<file path="src/rtl/core/delta_list_timer_queue_top_defines.svh">
// Assertion macros for the delta-list timer queue.
`ifndef DELTA_LIST_TIMER_QUEUE_TOP_DEFINES_SVH
`define DELTA_LIST_TIMER_QUEUE_TOP_DEFINES_SVH
`ifndef ASSERT_OFF
`define DLTQ_ASSERT(label, clk, rst_n, prop, msg) \
    label: assert property (@(posedge clk) disable iff (!rst_n) prop) else $error(msg);
`define DLTQ_ASSERT_RST(label, clk, prop, msg) \
    label: assert property (@(posedge clk) prop) else $error(msg);
`else
`define DLTQ_ASSERT(label, clk, rst_n, prop, msg)
`define DLTQ_ASSERT_RST(label, clk, prop, msg)
`endif
`endif

</file>
<file path="src/rtl/core/dltq_pkg.sv">
// Shared types and codes for the delta-list timer queue.
package dltq_pkg;
    localparam logic FUNC_INSERT = 1'b0;
    localparam logic FUNC_TICK   = 1'b1;
    localparam logic KIND_ACK    = 1'b0;
    localparam logic KIND_FIRED  = 1'b1;
    localparam logic STATUS_OK   = 1'b0;
    localparam logic STATUS_FULL = 1'b1;

    typedef struct packed {
        logic        func;
        logic [15:0] delay;
        logic [7:0]  event_id;
    } t_in_item;

    typedef struct packed {
        logic       kind;
        logic       status;
        logic [7:0] fired_id;
        logic       last;
    } t_out_item;
endpackage

</file>
<file path="src/rtl/core/dltq_ram.sv">
// Generic single-port-write, single-port-read RAM with registered read.
module dltq_ram #(
    parameter int WIDTH = 8,
    parameter int DEPTH = 16
) (
    input  logic                     i_clk,
    input  logic                     i_we,
    input  logic [$clog2(DEPTH)-1:0] i_waddr,
    input  logic [WIDTH-1:0]         i_wdata,
    input  logic [$clog2(DEPTH)-1:0] i_raddr,
    output logic [WIDTH-1:0]         o_rdata
);
    logic [WIDTH-1:0] r_mem [DEPTH];

    // write and registered read
    always_ff @(posedge i_clk) begin
        if (i_we) begin
            r_mem[i_waddr] <= i_wdata;
        end
        o_rdata <= r_mem[i_raddr];
    end
endmodule

</file>
<file path="src/rtl/core/dltq_front.sv">
// Front end: a two-entry queue from the input to the engine.
module dltq_front (
    input  logic             i_clk,
    input  logic             i_rst_n,
    input  logic             i_in_valid,
    output logic             o_in_ready,
    input  dltq_pkg::t_in_item i_in_item,
    output logic             o_q_valid,
    input  logic             i_q_ready,
    output dltq_pkg::t_in_item o_q_item
);
    import dltq_pkg::*;

    t_in_item   r_buf [2];
    logic       r_rd;
    logic       r_wr;
    logic [1:0] r_cnt;
    logic       w_push;
    logic       w_pop;

    assign o_in_ready = (r_cnt != 2'd2);
    assign w_push     = i_in_valid && o_in_ready;
    assign o_q_valid  = (r_cnt != 2'd0);
    assign w_pop      = o_q_valid && i_q_ready;
    assign o_q_item   = r_buf[r_rd];

    // store payload
    always_ff @(posedge i_clk) begin
        if (w_push) begin
            r_buf[r_wr] <= i_in_item;
        end
    end

    // advance pointers
    always_ff @(posedge i_clk) begin
        if (!i_rst_n) begin
            r_rd  <= 1'b0;
            r_wr  <= 1'b0;
            r_cnt <= 2'd0;
        end else begin
            if (w_push) r_wr <= ~r_wr;
            if (w_pop)  r_rd <= ~r_rd;
            r_cnt <= r_cnt + {1'b0, w_push} - {1'b0, w_pop};
        end
    end

`include "delta_list_timer_queue_top_defines.svh"
    `DLTQ_ASSERT(a_cnt_range, i_clk, i_rst_n, (r_cnt != 2'd3), "front queue count overflow")
    `DLTQ_ASSERT(a_no_push_full, i_clk, i_rst_n, (r_cnt == 2'd2) |-> !o_in_ready, "push when full")
    `DLTQ_ASSERT(a_ptr_gap, i_clk, i_rst_n, (r_cnt == 2'd1) |-> (r_rd != r_wr), "pointer mismatch")
endmodule

</file>
<file path="src/rtl/core/dltq_engine.sv">
// Back end: walks the delta list in RAM, inserts entries and pops on tick.
module dltq_engine #(
    parameter int QUEUE_DEPTH = 16,
    parameter int DELAY_BITS  = 16
) (
    input  logic                i_clk,
    input  logic                i_rst_n,
    input  logic                i_q_valid,
    output logic                o_q_ready,
    input  dltq_pkg::t_in_item  i_q_item,
    output logic                o_out_valid,
    input  logic                i_out_ready,
    output dltq_pkg::t_out_item o_out_item
);
    import dltq_pkg::*;

    localparam int AW = $clog2(QUEUE_DEPTH);
    localparam int CW = $clog2(QUEUE_DEPTH + 1);
    localparam int DW = DELAY_BITS + 1;
    localparam int EW = 8;
    // list entry: delta and event id
    localparam int RW = DW + EW;

    localparam logic [3:0] S_IDLE  = 4'd0;
    localparam logic [3:0] S_WRD   = 4'd1;  // walk: read issued
    localparam logic [3:0] S_WCMP  = 4'd2;  // walk: compare
    localparam logic [3:0] S_SHRD  = 4'd3;  // shift up: read
    localparam logic [3:0] S_SHWR  = 4'd4;  // shift up: write
    localparam logic [3:0] S_INS   = 4'd5;  // write new entry
    localparam logic [3:0] S_FIX   = 4'd6;  // reduce follower delta
    localparam logic [3:0] S_OUT   = 4'd7;  // wait output slot
    localparam logic [3:0] S_TRD   = 4'd8;  // tick: head read
    localparam logic [3:0] S_TCHK  = 4'd9;  // tick: head check
    localparam logic [3:0] S_PRD   = 4'd10; // pop: read next
    localparam logic [3:0] S_PWR   = 4'd11; // pop: shift down
    localparam logic [3:0] S_NRD   = 4'd12; // check new head
    localparam logic [3:0] S_NCHK  = 4'd13;
    localparam logic [3:0] S_FWAIT = 4'd14; // emit fired item

    logic [3:0]    r_state, n_state;
    logic [CW-1:0] r_count, n_count;
    logic [CW-1:0] r_pos, n_pos;
    logic [CW-1:0] r_idx, n_idx;
    logic [DW-1:0] r_rem, n_rem;
    logic [EW-1:0] r_id, n_id;
    logic [EW-1:0] r_fid, n_fid;
    logic          r_ov, n_ov;
    t_out_item     r_out, n_out;
    logic          r_fire_last, n_fire_last;
    logic [CW-1:0] r_nfired, n_nfired;

    logic          w_we;
    logic [AW-1:0] w_waddr, w_raddr;
    logic [RW-1:0] w_wdata, w_rdata;
    logic [DW-1:0] w_rdelta;
    logic [EW-1:0] w_revent;

    dltq_ram #(.WIDTH(RW), .DEPTH(QUEUE_DEPTH)) u_ram (
        .i_clk  (i_clk),
        .i_we   (w_we),
        .i_waddr(w_waddr),
        .i_wdata(w_wdata),
        .i_raddr(w_raddr),
        .o_rdata(w_rdata)
    );

    assign w_rdelta   = w_rdata[RW-1:EW];
    assign w_revent   = w_rdata[EW-1:0];
    assign o_out_valid = r_ov;
    assign o_out_item  = r_out;
    assign o_q_ready   = (r_state == S_IDLE) && !r_ov;

    // sequence insert and tick work
    always_comb begin
        n_state = r_state;
        n_count = r_count;
        n_pos   = r_pos;
        n_idx   = r_idx;
        n_rem   = r_rem;
        n_id    = r_id;
        n_fid   = r_fid;
        n_ov    = r_ov;
        n_out   = r_out;
        n_fire_last = r_fire_last;
        n_nfired = r_nfired;
        w_we    = 1'b0;
        w_waddr = r_idx[AW-1:0];
        w_wdata = {r_rem, r_id};
        w_raddr = r_idx[AW-1:0];
        if (r_ov && i_out_ready) begin
            n_ov = 1'b0;
        end
        case (r_state)
            S_IDLE: begin
                if (i_q_valid && o_q_ready) begin
                    if (i_q_item.func == FUNC_INSERT) begin
                        n_rem = {1'b0, DELAY_BITS'(i_q_item.delay)};
                        n_id  = i_q_item.event_id;
                        n_pos = '0;
                        n_idx = '0;
                        if (r_count == CW'(QUEUE_DEPTH)) begin
                            n_out = '{kind: KIND_ACK, status: STATUS_FULL,
                                      fired_id: '0, last: 1'b1};
                            n_ov  = 1'b1;
                        end else if (r_count == '0) begin
                            n_state = S_INS;
                        end else begin
                            n_state = S_WRD;
                        end
                    end else if (r_count != '0) begin
                        n_idx    = '0;
                        n_nfired = '0;
                        n_state  = S_TRD;
                    end
                end
            end
            S_WRD: begin
                w_raddr = r_pos[AW-1:0];
                n_state = S_WCMP;
            end
            S_WCMP: begin
                if (r_rem >= w_rdelta) begin
                    n_rem = r_rem - w_rdelta;
                    n_pos = r_pos + 1'b1;
                    n_state = ((r_pos + 1'b1) == r_count) ? S_INS : S_WRD;
                end else begin
                    n_idx   = r_count;
                    n_state = S_SHRD;
                end
            end
            S_SHRD: begin
                // read entry idx-1, to move into idx
                w_raddr = AW'(r_idx - 1'b1);
                n_state = S_SHWR;
            end
            S_SHWR: begin
                w_we    = 1'b1;
                w_waddr = r_idx[AW-1:0];
                w_wdata = w_rdata;
                n_idx   = r_idx - 1'b1;
                n_state = ((r_idx - 1'b1) == r_pos) ? S_INS : S_SHRD;
            end
            S_INS: begin
                w_we    = 1'b1;
                w_waddr = r_pos[AW-1:0];
                w_wdata = {r_rem, r_id};
                n_count = r_count + 1'b1;
                w_raddr = AW'(r_pos + 1'b1);
                n_state = ((r_pos + 1'b1) < (r_count + 1'b1)) ? S_FIX : S_OUT;
            end
            S_FIX: begin
                w_we    = 1'b1;
                w_waddr = AW'(r_pos + 1'b1);
                w_wdata = {w_rdelta - r_rem, w_revent};
                n_state = S_OUT;
            end
            S_OUT: begin
                if (!r_ov || i_out_ready) begin
                    n_out = '{kind: KIND_ACK, status: STATUS_OK,
                              fired_id: '0, last: 1'b1};
                    n_ov  = 1'b1;
                    n_state = S_IDLE;
                end
            end
            S_TRD: begin
                w_raddr = '0;
                n_state = S_TCHK;
            end
            S_TCHK: begin
                if (w_rdelta > DW'(1)) begin
                    w_we    = 1'b1;
                    w_waddr = '0;
                    w_wdata = {w_rdelta - 1'b1, w_revent};
                    n_state = S_IDLE;
                end else begin
                    n_fid   = w_revent;
                    n_idx   = CW'(1);
                    n_state = (r_count > CW'(1)) ? S_PRD : S_NCHK;
                end
            end
            S_PRD: begin
                w_raddr = r_idx[AW-1:0];
                n_state = S_PWR;
            end
            S_PWR: begin
                w_we    = 1'b1;
                w_waddr = AW'(r_idx - 1'b1);
                w_wdata = w_rdata;
                n_idx   = r_idx + 1'b1;
                n_state = ((r_idx + 1'b1) < r_count) ? S_PRD : S_NCHK;
            end
            S_NCHK: begin
                // pop done: count shrinks, see if next head fires too
                n_count  = r_count - 1'b1;
                n_nfired = r_nfired + 1'b1;
                w_raddr  = '0;
                n_state  = S_NRD;
            end
            S_NRD: begin
                // keep the new head on the read port
                w_raddr = '0;
                n_fire_last = !((r_count != '0) && (w_rdelta == '0)
                                && (r_nfired < CW'(QUEUE_DEPTH)));
                n_state = S_FWAIT;
            end
            S_FWAIT: begin
                w_raddr = '0;
                if (!r_ov || i_out_ready) begin
                    n_out = '{kind: KIND_FIRED, status: STATUS_OK,
                              fired_id: r_fid, last: r_fire_last};
                    n_ov  = 1'b1;
                    if (r_fire_last) begin
                        n_state = S_IDLE;
                    end else begin
                        n_fid   = w_revent;
                        n_idx   = CW'(1);
                        n_state = (r_count > CW'(1)) ? S_PRD : S_NCHK;
                    end
                end
            end
            default: n_state = S_IDLE;
        endcase
    end

    // control state
    always_ff @(posedge i_clk) begin
        if (!i_rst_n) begin
            r_state <= S_IDLE;
            r_count <= '0;
            r_ov    <= 1'b0;
        end else begin
            r_state <= n_state;
            r_count <= n_count;
            r_ov    <= n_ov;
        end
    end

    // working registers
    always_ff @(posedge i_clk) begin
        r_pos       <= n_pos;
        r_idx       <= n_idx;
        r_rem       <= n_rem;
        r_id        <= n_id;
        r_fid       <= n_fid;
        r_out       <= n_out;
        r_fire_last <= n_fire_last;
        r_nfired    <= n_nfired;
    end

`include "delta_list_timer_queue_top_defines.svh"
    `DLTQ_ASSERT(a_count_max, i_clk, i_rst_n, (r_count <= CW'(QUEUE_DEPTH)), "count overflow")
    `DLTQ_ASSERT(a_out_hold, i_clk, i_rst_n, (r_ov && !i_out_ready) |=> (r_ov && $stable(r_out)), "output dropped")
    `DLTQ_ASSERT(a_ready_idle, i_clk, i_rst_n, o_q_ready |-> (r_state == S_IDLE), "ready outside idle")
endmodule

</file>
<file path="src/rtl/core/delta_list_timer_queue_top.sv">
// Delta-list timer queue: insert walks the list in RAM, tick pops fired events.
// Insert: compares entries along the list, shifts later entries up, then writes the new entry,
// reduces the delta of the following entry if there is one, and acks.
// Tick: decrements the head delta when nothing fires; each fired event pops the head entry.
// The engine holds one item at a time and takes the next once the last result has left.
module delta_list_timer_queue_top #(
    parameter int QUEUE_DEPTH = 16,
    parameter int DELAY_BITS  = 16
) (
    input  logic                i_clk,
    input  logic                i_rst_n,
    input  logic                i_in_valid,
    output logic                o_in_ready,
    input  dltq_pkg::t_in_item  i_in_item,
    output logic                o_out_valid,
    input  logic                i_out_ready,
    output dltq_pkg::t_out_item o_out_item
);
    import dltq_pkg::*;

    logic     w_q_valid;
    logic     w_q_ready;
    t_in_item w_q_item;

    dltq_front u_front (
        .i_clk     (i_clk),
        .i_rst_n   (i_rst_n),
        .i_in_valid(i_in_valid),
        .o_in_ready(o_in_ready),
        .i_in_item (i_in_item),
        .o_q_valid (w_q_valid),
        .i_q_ready (w_q_ready),
        .o_q_item  (w_q_item)
    );

    dltq_engine #(.QUEUE_DEPTH(QUEUE_DEPTH), .DELAY_BITS(DELAY_BITS)) u_engine (
        .i_clk      (i_clk),
        .i_rst_n    (i_rst_n),
        .i_q_valid  (w_q_valid),
        .o_q_ready  (w_q_ready),
        .i_q_item   (w_q_item),
        .o_out_valid(o_out_valid),
        .i_out_ready(i_out_ready),
        .o_out_item (o_out_item)
    );
endmodule

</file>
<file path="config.mk">
export PLATFORM = sky130hd
export DESIGN_NAME = delta_list_timer_queue_top
export DESIGN_NICKNAME = d
export VERILOG_FILES = /design/src/rtl/core/dltq_pkg.sv /design/src/rtl/core/dltq_ram.sv /design/src/rtl/core/dltq_front.sv /design/src/rtl/core/dltq_engine.sv /design/src/rtl/core/delta_list_timer_queue_top.sv
export VERILOG_INCLUDE_DIRS = /design/src /design/src/rtl/core
export SDC_FILE = /design/constraint.sdc
export NUM_CORES = 1
export LEC_CHECK = 0
export ABC_AREA = 0
export BUFFER_PORTS_ARGS = -buffer_cell sky130_fd_sc_hd__clkbuf_2
export CAP_MARGIN = 10
export CORE_MARGIN = 2
export CORE_UTILIZATION = 41
export CTS_CLUSTER_DIAMETER = 50
export CTS_CLUSTER_SIZE = 30
export DETAILED_ROUTE_END_ITERATION = 12
export SLEW_MARGIN = 20
export SYNTH_ARGS = -nofsm -noshare
export SYNTH_HDL_FRONTEND = slang
export SYNTH_SLANG_ARGS = --single-unit
</file>
<file path="constraint.sdc">
create_clock -name i_clk -period 4.8 [get_ports i_clk]
set_input_delay 0.48 -clock i_clk [delete_from_list [all_inputs] [get_ports i_clk]]
set_output_delay 0.48 -clock i_clk [all_outputs]
set_load 0.05 [all_outputs]
</file>
==> metrics <==
sw power 8.124 mW; Starting DRT DRC Count roughly 1100; status finished, final reports clean; ys flop type edfxtp_1; fraction of power consumed by sequential logic 0.338; WP data required 5150 ps; DR WL/cell 22.25 µm; Vias per Instance 5.486; drt total wl between 50 and 60 mm; EDFF count, synth between 500 and 600; 1st-pass router iterations 5; clk_lat worst skew 630 ps; Top delay family on crit path simple AND/OR/NAND/NOR gates; Antenna Nets Post-Route 0; global-route wire length before repair ~90 mm; post-synthesis cell count 1771; GR Util All Layers 0.1867; Worst path slowest cell dfxtp_1; total CTS buffers 52; Initial Util 0.4163; Syn Area/Cell approximately 14 µm²; Post-Route Skew 32.04 ps; Setup TNS Final 0 ps; CTS Hold Bufs 0; Root Buffer clkbuf_16; most used cell, CP nand2_1; synth cell count leaders edfxtp_1 (510), mux2i_1 (385), nor2_1 (80); final layout net count 1914; RSZ-0062 raised after global routing no; Synth area leader edfxtp_1; Hold Path Cell Cnt 1; I/O pin count 42; top layer in use met4; pre-CTS setup slack 991.7 ps; Die X-Extent 252.0 µm; Netlist Area Pre-Place 0.02522 mm²; Die Footprint 0.06351 mm²; count of pins over their slew limit 0; FMAX between 200 and 300 MHz; Seq cells post-synth 550; Internal Pwr Total between 10 and 15 mW; Critical Path Start Type register; FP Rows 90; routed wl met2 27.84 mm; CP max stage delay 920 ps; Async SR Flop Fraction 0; DP Wirelength 38.58 mm; Met1 Wirelength 26.97 mm; count of cell types in the netlist 70; PortBufs 41; post-synthesis sequential area ratio 0.6390; Clock Power Share 0.215; Max FO, Critical Path 25; Finish-stage setup viols 0; fin crit share 0.8196; Worst-Margin Slew 1057 ps; met3 WL roughly 2.7 mm; Hold Violations, Final 0; drt drc 0; share of cells above drive strength 1 0.1314; max capacitance violation total 0; Syn Nets 1856; total grt overflow 0; Post-CTS Setup Bufs 0; PwrDens ~720 mW/mm²; Worst Reg-to-Reg Cells 8; peak supply drop 0.3608 mV; routed via count 14560; CTS tree done; Reg clk slew, reported paths 70 ps; core area 0.06058 mm²; placer congestion estimate 0.8771; # diodes 0; Clock Path Buffers 3; post-CTS resize count 0; initial antenna violation count 0; Die Ht 252.0 µm; Rel. slew slack 0.2936; Buf/Inv on CP 1; Clock Sink Count 550; part of the power in combinational logic 0.447; CP Capture Type register; Ys Warns 0; crit path DAT 4290 ps; worst reg-to-reg setup slack 870 ps; largest net degree at the start of global routing 44; fin worst setup slack approximately 870 ps; number of global-route vias before repair 14840; synth top area cells edfxtp_1 (61%), mux2i_1 (15%), dfxtp_1 (3.2%), ha_1 (2.7%), o21ai_0 (1.5%); min-delay worst type primary input to register; H-tree level count 2; area grow syn2layout 13.32%; most frequent cell after synthesis edfxtp_1; post-synth top area share 0.6073; switching portion of total power 0.3923; WS Path Type register to register; CP cell instances nand2_1, nor3_1, nand3_1, o21ai_2, o21ai_0, nand2_1, nor2_4, buf_4; WP depth 8; leak pwr roughly 11 nW; fin crit period 3934 ps
==> final timing paths <==
check                                               start                          end
worst max-delay path                  u_engine.r_state[0]  u_engine.u_ram.r_mem[3][21]
worst min-delay path                         i_in_item[5]          u_front.r_buf[0][5]
worst max register to register        u_engine.r_state[0]  u_engine.u_ram.r_mem[3][21]
worst min register to register  u_engine.u_ram.o_rdata[1]            u_engine.r_fid[1]
==> cell families after synthesis <==
logic type,count (synthesis),synth area share
adder cells (fa/ha/maj),56,0.02838
buffers and inverters,153,0.02644
XOR/XNOR,53,0.01841
AO/OA/AOI/OAI,259,0.06708
flip-flops,550,0.6390
multiplexers,409,0.1636
AND/OR/NAND/NOR,291,0.05701
==> cell usage in the layout, fill, tap and decap left out, types with 9 or more instances in the layout <==
cell type / synthesis / routed
xnor2_1: 36 / 36
and2_1: 20 / 20
mux2_2: 23 / 23
edfxtp_1: 510 / 510
nand2_1: 65 / 65
nor2_1: 80 / 63
nand4_1: 9 / 9
xor2_1: 17 / 17
mux2i_1: 385 / 385
buf_4: 3 / 43
nand3_1: 24 / 24
clkbuf_2: 0 / 41
buf_12: 0 / 10
a21oi_1: 44 / 44
o21ai_0: 74 / 73
nor2b_1: 15 / 15
nor3_1: 26 / 25
a221oi_1: 9 / 9
a21o_1: 21 / 21
nand2b_1: 12 / 12
dfxtp_1: 40 / 40
ha_1: 54 / 54
inv_1: 62 / 62
a211oi_1: 16 / 16
nor2_4: 0 / 16
clkbuf_16: 0 / 53
and3_1: 9 / 9
==> layout make-up <==
class	instances	area, µm²
fillers	5242	32010
flip-flops and latches	550	16120
multi-input cells	1068	8638
clock buffers	54	1330
well taps	782	978.4
repair buffers	94	728.2
clock inverters	43	549.3
inverters	63	236.5
==> sequential cells by signal, summed over array words and instances (netlist names), 2 cells and up, named ones only <==
name / count
u_engine.r_rem: 17
u_engine.r_nfired: 5
u_engine.r_id: 8
u_engine.o_out_item: 11
u_front.r_cnt: 2
u_engine.r_state: 4
u_engine.u_ram.o_rdata: 25
u_engine.r_pos: 5
u_engine.r_fid: 8
u_engine.r_count: 5
u_front.r_buf: 50
u_engine.u_ram.r_mem: 400
u_engine.r_idx: 5
==> worst reg2reg max path, stage by stage, from the launching register on <==
cell	delay, ps
dfxtp_1	920
nand2_1	220
nor3_1	560
nand3_1	380
o21ai_2	430
o21ai_0	290
nand2_1	370
nor2_4	220
buf_4	260
==> power by group through the flow <==
stage | Clock, mW | Combinational [mW] | Sequential (mW)
after floorplan | 0 | 6.61 | 6.88
final | 4.45 | 9.26 | 7.00
after detailed placement | 0 | 9.25 | 7.11
after global routing | 4.71 | 10.1 | 7.06
after global placement | 0 | 9.18 | 7.11
after CTS | 4.54 | 9.30 | 7.00
==> metal layers <==
metal | vias to the layer above | track usage
li1 | 6865 | -
met1 | 7302 | 0.2555
met2 | 306 | 0.3070
met3 | 88 | 0.03260
met4 | 0 | 0.05055
met5 | - | 0
==> metrics by stage <==
| stage | total power, mW | instance area (µm²) | hold slack, ps | util | std cells |
|---|---|---|---|---|---|
| after detailed placement | 16.36 | 26680 | 424.0 | 0.4404 | 2557 |
| after global placement | 16.29 | 26680 | 414.8 | 0.4403 | 2557 |
| final | 20.71 | 28580 | 46.86 | 0.4717 | 2654 |
| after global routing | 21.85 | 28580 | 11.72 | 0.4717 | 2654 |
| after floorplan | 13.49 | 25220 | 404.4 | - | 1771 |
| after CTS | 20.85 | 28560 | 4.793 | 0.4714 | 2654 |
(Power assumes the default switching activity.)
